File: config.mk
export PLATFORM = sky130hd
export DESIGN_NAME = accel_vector_magnitude
export DESIGN_NICKNAME = d
export VERILOG_FILES = /design/src/design/avm_pkg.sv /design/src/design/avm_axis.sv /design/src/design/avm_root_step.sv /design/src/design/accel_vector_magnitude.sv
export SDC_FILE = /design/constraint.sdc
export NUM_CORES = 2
export LEC_CHECK = 0
export BUFFER_PORTS_ARGS = -buffer_cell sky130_fd_sc_hd__buf_4
export CORE_MARGIN = 4
export CORE_UTILIZATION = 48
export CTS_BUF_LIST = sky130_fd_sc_hd__clkbuf_16
export CTS_CLUSTER_DIAMETER = 120
export DETAILED_ROUTE_END_ITERATION = 10
export HOLD_SLACK_MARGIN = 0.15
export PLACE_DENSITY = 0.66
export SLEW_MARGIN = 20
export SYNTH_ARGS = -nofsm -noshare
export SYNTH_HDL_FRONTEND = slang
export SYNTH_HIERARCHICAL = 1
export SYNTH_SLANG_ARGS = --single-unit
File: constraint.sdc
create_clock -name clk -period 7.1 [get_ports clk]
set_clock_uncertainty 0.1 [all_clocks]
set_input_delay 0 -clock clk [delete_from_list [all_inputs] [get_ports clk]]
set_output_delay 0 -clock clk [all_outputs]
set_load 0.01 [all_outputs]
File: src/design/avm_pkg.sv
package avm_pkg;

	localparam int RAW_W        = 16;
	localparam int PROD_W       = 27;
	localparam int MG_W         = 12;
	localparam int MAG_W        = 11;
	localparam int SQ_W         = 22;
	localparam int SUM_W        = 24;
	localparam int REM_W        = 16;
	localparam int ROOT_W       = 12;
	localparam int FULL_SCALE_MG = 2000;
	localparam int COUNT_SHIFT  = 15;
	localparam int COUNT_SPAN   = 1 << COUNT_SHIFT;
	localparam int STEPS_PER_STAGE = 3;
	localparam int ROOT_STAGES  = ROOT_W / STEPS_PER_STAGE;
	localparam int MAG_MAX_MG   = 3464;

	typedef struct packed {
		logic [SUM_W-1:0]  rad;
		logic [REM_W-1:0]  rem;
		logic [ROOT_W-1:0] root;
	} root_state_t;

endpackage

File: src/design/avm_axis.sv
module avm_axis (
	input  logic                                clk,
	input  logic                                en_s1,
	input  logic                                en_s2,
	input  logic signed [avm_pkg::RAW_W-1:0]    raw,
	output logic        [avm_pkg::SQ_W-1:0]     sq_s2
);

	logic signed [avm_pkg::PROD_W-1:0] prod;
	logic signed [avm_pkg::PROD_W-1:0] biased;
	logic signed [avm_pkg::MG_W-1:0]   mg;
	logic        [avm_pkg::MG_W-1:0]   mg_abs;
	logic        [avm_pkg::MAG_W-1:0]  mag_s1;

	always_comb begin
		prod   = $signed({{(avm_pkg::PROD_W-avm_pkg::RAW_W){raw[avm_pkg::RAW_W-1]}}, raw})
			* $signed(avm_pkg::PROD_W'(avm_pkg::FULL_SCALE_MG));
		// round toward zero for negative products
		biased = prod + (prod[avm_pkg::PROD_W-1] ?
			$signed(avm_pkg::PROD_W'(avm_pkg::COUNT_SPAN - 1)) : $signed(avm_pkg::PROD_W'(0)));
		mg     = biased[avm_pkg::PROD_W-1:avm_pkg::COUNT_SHIFT];
		mg_abs = mg[avm_pkg::MG_W-1] ? avm_pkg::MG_W'(-mg) : avm_pkg::MG_W'(mg);
	end

	always_ff @(posedge clk) begin
		if (en_s1) begin
			mag_s1 <= mg_abs[avm_pkg::MAG_W-1:0];
		end
		if (en_s2) begin
			sq_s2 <= avm_pkg::SQ_W'(mag_s1) * avm_pkg::SQ_W'(mag_s1);
		end
	end

endmodule

File: src/design/avm_root_step.sv
module avm_root_step (
	input  avm_pkg::root_state_t st_in,
	output avm_pkg::root_state_t st_out
);

	always_comb begin
		logic [avm_pkg::REM_W-1:0] r;
		logic [avm_pkg::REM_W-1:0] trial;
		st_out = st_in;
		for (int i = 0; i < avm_pkg::STEPS_PER_STAGE; i++) begin
			r     = {st_out.rem[avm_pkg::REM_W-3:0],
				st_out.rad[avm_pkg::SUM_W-1:avm_pkg::SUM_W-2]};
			trial = avm_pkg::REM_W'({st_out.root, 2'b01});
			st_out.rad = {st_out.rad[avm_pkg::SUM_W-3:0], 2'b00};
			if (r >= trial) begin
				st_out.rem  = r - trial;
				st_out.root = {st_out.root[avm_pkg::ROOT_W-2:0], 1'b1};
			end else begin
				st_out.rem  = r;
				st_out.root = {st_out.root[avm_pkg::ROOT_W-2:0], 1'b0};
			end
		end
	end

endmodule

File: src/design/accel_vector_magnitude.sv
// Vector magnitude in milli-g of one three-axis accelerometer sample (2 g full scale):
// each axis is scaled to mg, squared, summed, and the floor square root is returned.
// Seven pipeline stages: scale, square, sum, then four square-root stages of three
// result bits each. One item is taken every cycle while the output is not stalled.
// Each stage holds its item when the stage after it is full and stalled, so the input
// side keeps taking items while any stage still has room.
module accel_vector_magnitude (
	input  logic                                clk,
	input  logic                                arst_n,
	input  logic                                in_valid,
	output logic                                in_ready,
	input  logic signed [avm_pkg::RAW_W-1:0]    accel_x_raw,
	input  logic signed [avm_pkg::RAW_W-1:0]    accel_y_raw,
	input  logic signed [avm_pkg::RAW_W-1:0]    accel_z_raw,
	output logic                                out_valid,
	input  logic                                out_ready,
	output logic        [avm_pkg::ROOT_W-1:0]   magnitude_mg
);

	logic vld_s1, vld_s2, vld_s3, vld_s4, vld_s5, vld_s6, vld_s7;
	logic rdy1, rdy2, rdy3, rdy4, rdy5, rdy6, rdy7;

	logic [avm_pkg::SQ_W-1:0]  sqx_s2, sqy_s2, sqz_s2;
	logic [avm_pkg::SUM_W-1:0] sum_s3;

	avm_pkg::root_state_t st_s4, st_s5, st_s6, st_s7;
	avm_pkg::root_state_t st_in4, nx4, nx5, nx6, nx7;

	assign rdy7 = !vld_s7 || out_ready;
	assign rdy6 = !vld_s6 || rdy7;
	assign rdy5 = !vld_s5 || rdy6;
	assign rdy4 = !vld_s4 || rdy5;
	assign rdy3 = !vld_s3 || rdy4;
	assign rdy2 = !vld_s2 || rdy3;
	assign rdy1 = !vld_s1 || rdy2;

	assign in_ready     = rdy1;
	assign out_valid    = vld_s7;
	assign magnitude_mg = st_s7.root;

	always_ff @(posedge clk or negedge arst_n) begin
		if (!arst_n) begin
			vld_s1 <= 1'b0;
			vld_s2 <= 1'b0;
			vld_s3 <= 1'b0;
			vld_s4 <= 1'b0;
			vld_s5 <= 1'b0;
			vld_s6 <= 1'b0;
			vld_s7 <= 1'b0;
		end else begin
			if (rdy1) vld_s1 <= in_valid;
			if (rdy2) vld_s2 <= vld_s1;
			if (rdy3) vld_s3 <= vld_s2;
			if (rdy4) vld_s4 <= vld_s3;
			if (rdy5) vld_s5 <= vld_s4;
			if (rdy6) vld_s6 <= vld_s5;
			if (rdy7) vld_s7 <= vld_s6;
		end
	end

	avm_axis u_axis_x (.clk(clk), .en_s1(rdy1), .en_s2(rdy2), .raw(accel_x_raw), .sq_s2(sqx_s2));
	avm_axis u_axis_y (.clk(clk), .en_s1(rdy1), .en_s2(rdy2), .raw(accel_y_raw), .sq_s2(sqy_s2));
	avm_axis u_axis_z (.clk(clk), .en_s1(rdy1), .en_s2(rdy2), .raw(accel_z_raw), .sq_s2(sqz_s2));

	always_comb begin
		st_in4.rad  = sum_s3;
		st_in4.rem  = '0;
		st_in4.root = '0;
	end

	avm_root_step u_step4 (.st_in(st_in4), .st_out(nx4));
	avm_root_step u_step5 (.st_in(st_s4),  .st_out(nx5));
	avm_root_step u_step6 (.st_in(st_s5),  .st_out(nx6));
	avm_root_step u_step7 (.st_in(st_s6),  .st_out(nx7));

	always_ff @(posedge clk) begin
		if (rdy3) sum_s3 <= avm_pkg::SUM_W'(sqx_s2) + avm_pkg::SUM_W'(sqy_s2)
			+ avm_pkg::SUM_W'(sqz_s2);
		if (rdy4) st_s4 <= nx4;
		if (rdy5) st_s5 <= nx5;
		if (rdy6) st_s6 <= nx6;
		if (rdy7) st_s7 <= nx7;
	end

endmodule

==> summary.txt <==
GRT
  • Total GRT Usage: 19.44%
  • GR Util met1: 25.22%
  • First-pass GRT wire length: 154.3 mm
  • Initial antenna violation count: 1
  • Pin count of the biggest net entering global routing: 65
  • Vias in the first global route: 32.22k
  • Grt ovf: 0
  • Met2 Usage GRT: 35.72%
  • Met3 usage: 1.197%
  • Grt peak-use layer: met2

Routing
  • Post-route DRC: 0
  • Detailed Routing Iterations Pass 1: 6
  • Via count: 32.05k
  • Routed len/inst: 15.07 um
  • Via density: 5.321
  • Detailed Route Iter0 Violations: 1555
  • DRT Wirelength: 90.75 mm
  • Post-route ant nets: 0

STA
  • Final Hold Viols: 0
  • Slew headroom: 33.33%
  • Peak Freq: 147.9 MHz
  • Worst Max-Slew Pin Slew: 1000 ps
  • Setup tns final: 0 ps
  • Pins over their slew limit: 0
  • Tmin final: 6762 ps
  • Setup violations, final: 0
  • Tcrit/Tclk final: 95.24%
  • RSZ-0062 raised after global routing: true

CTS
  • CTS buffer count: 29
  • CTS Buffer Depth: 3
  • Clock Sinks: 253
  • Clock Latency Late Sink: 570 ps
  • Max H-tree Level: 1
  • TritonCTS clock tree: done
  • Clk root buf: clkbuf_16
  • Clk slew on worst S/H paths: 60 ps

Setup path
  • CP required: 7430 ps
  • Startpoint types: flip-flop
  • Slowest CP cell: or4b_2
  • Crit end category: flip-flop
  • Worst setup path category: reg2reg
  • CP max FO: 12
  • Max incr delay on CP: 610 ps
  • Critical Path AT: 7090 ps

Place
  • Gpl congestion: 0.9006
  • Placed cell area: 0.04495 mm2
  • Final HPWL DP: 76.35 mm
  • Number of buffers added on ports: 65

Die
  • Core area: 0.08689 mm2
  • Chip Height: 304.2 um
  • Die Area: 0.09254 mm2
  • I/O pins: 66
  • Initial core utilization: 48.47%
  • Row count: 108
  • Die X-Extent: 304.2 um

Logic synthesis
  • Post-Syn Instances: 4636
  • Avg Cell Area, Syn: 9.084 um2
  • Synthesized area: 0.04212 mm2
  • Synth warn: 6

Finish
  • Post-route cell area: 0.04622 mm2
  • Layout area overhead: 9.750%
  • Final design utilization: 53.20%
  • Nets: 5825
  • Layout cells sized above 1: 11.61%

Hold path
  • Hold WC Path Type: in2async

Run status
  • Status: finished clean

Job
  • Total of max-cap violations: 0
[stage by stage]
step,hold WS [ps],std cells,worst slack [ps]
global placement,-284.7,5958,100.0
CTS,256.4,6017,77.58
global route,283.0,6023,-26.89
detailed placement,-282.8,5958,-90.16
finish,267.1,6023,337.7
floorplan,-395.6,4684,162.1
[layout by cell type, fill, tap and decap left out, types with 80 or more instances in the layout]
| cell type | n |
|---|---|
| inv_1 | 815 |
| ha_1 | 538 |
| fa_1 | 383 |
| nand2_1 | 326 |
| buf_4 | 281 |
| a21oi_1 | 257 |
| nor2_1 | 255 |
| edfxtp_1 | 246 |
| xnor2_1 | 177 |
| and2_1 | 141 |
| o21ai_0 | 117 |
| xor2_1 | 101 |
| a21o_1 | 99 |
| nand3_1 | 80 |
[critical path, delay by kind of cell, from the launching register on]
family / cells / cell delay [ps]
AOI/OAI and AO/OA: 15 / 3110
and+or+nand+nor: 5 / 1460
adders and majority gates: 3 / 790
buffers and inverters: 4 / 510
DFF: 1 / 480
xor gates and xnor gates: 1 / 150
[path summary, 6_finish.rpt]
path,from,endpoint,slack (ps),depth (start not counted)
max in group asynchronous,arst_n,out_valid$_DFFE_PN0P_,6390,3
min in group clk,st_s4[45]$_DFFE_PP_,st_s5[51]$_DFFE_PP_,310,0
max,sum_s3[23]$_DFFE_PP_,st_s4[24]$_DFFE_PP_,340,28
min,arst_n,vld_s6$_DFFE_PN0P_,270,3
min reg2reg,st_s4[45]$_DFFE_PP_,st_s5[51]$_DFFE_PP_,310,0
max reg2reg,sum_s3[23]$_DFFE_PP_,st_s4[24]$_DFFE_PP_,340,28
[sequential cells by signal, indices dropped and copies added (netlist names), 11 cells and up]
register	count
st_s5	38
sum_s3	24
u_axis_z/mag_s1	11
u_axis_y/mag_s1	11
u_axis_x/mag_s1	11
st_s4	44
magnitude_mg	12
u_axis_x/sq_s2	21
st_s6	32
u_axis_z/sq_s2	21
u_axis_y/sq_s2	21
[timing repair]
item | CTS | global route
buffers inserted | 0 | 5
endpoints found under the hold margin | 21 | 0
setup endpoints to repair | 0 | 47
hold buffers | 5 | 0
gates resized for setup | 0 | 60
[metal layers]
layer / vias up / wire [um]
met4: 0 / 1819
met2: 482 / 45660
met1: 15350 / 40870
met3: 102 / 2401
met5: - / 0
li1: 16110 / -
[layout make-up]
| class | instances | area, um2 |
|---|---|---|
| inverter | 825 | 3115 |
| sequential | 253 | 7562 |
| fill | 7978 | 40670 |
| clock inverter | 25 | 230.2 |
| clock buffer | 29 | 725.7 |
| multi-input combinational | 3446 | 30920 |
| antenna | 1 | 2.502 |
| timing repair buffer | 289 | 2220 |
| tap | 1155 | 1445 |
Power is left out: the tool's default activity adds up to more than one toggle a clock period on the data nets, which glitch-free logic cannot reach.
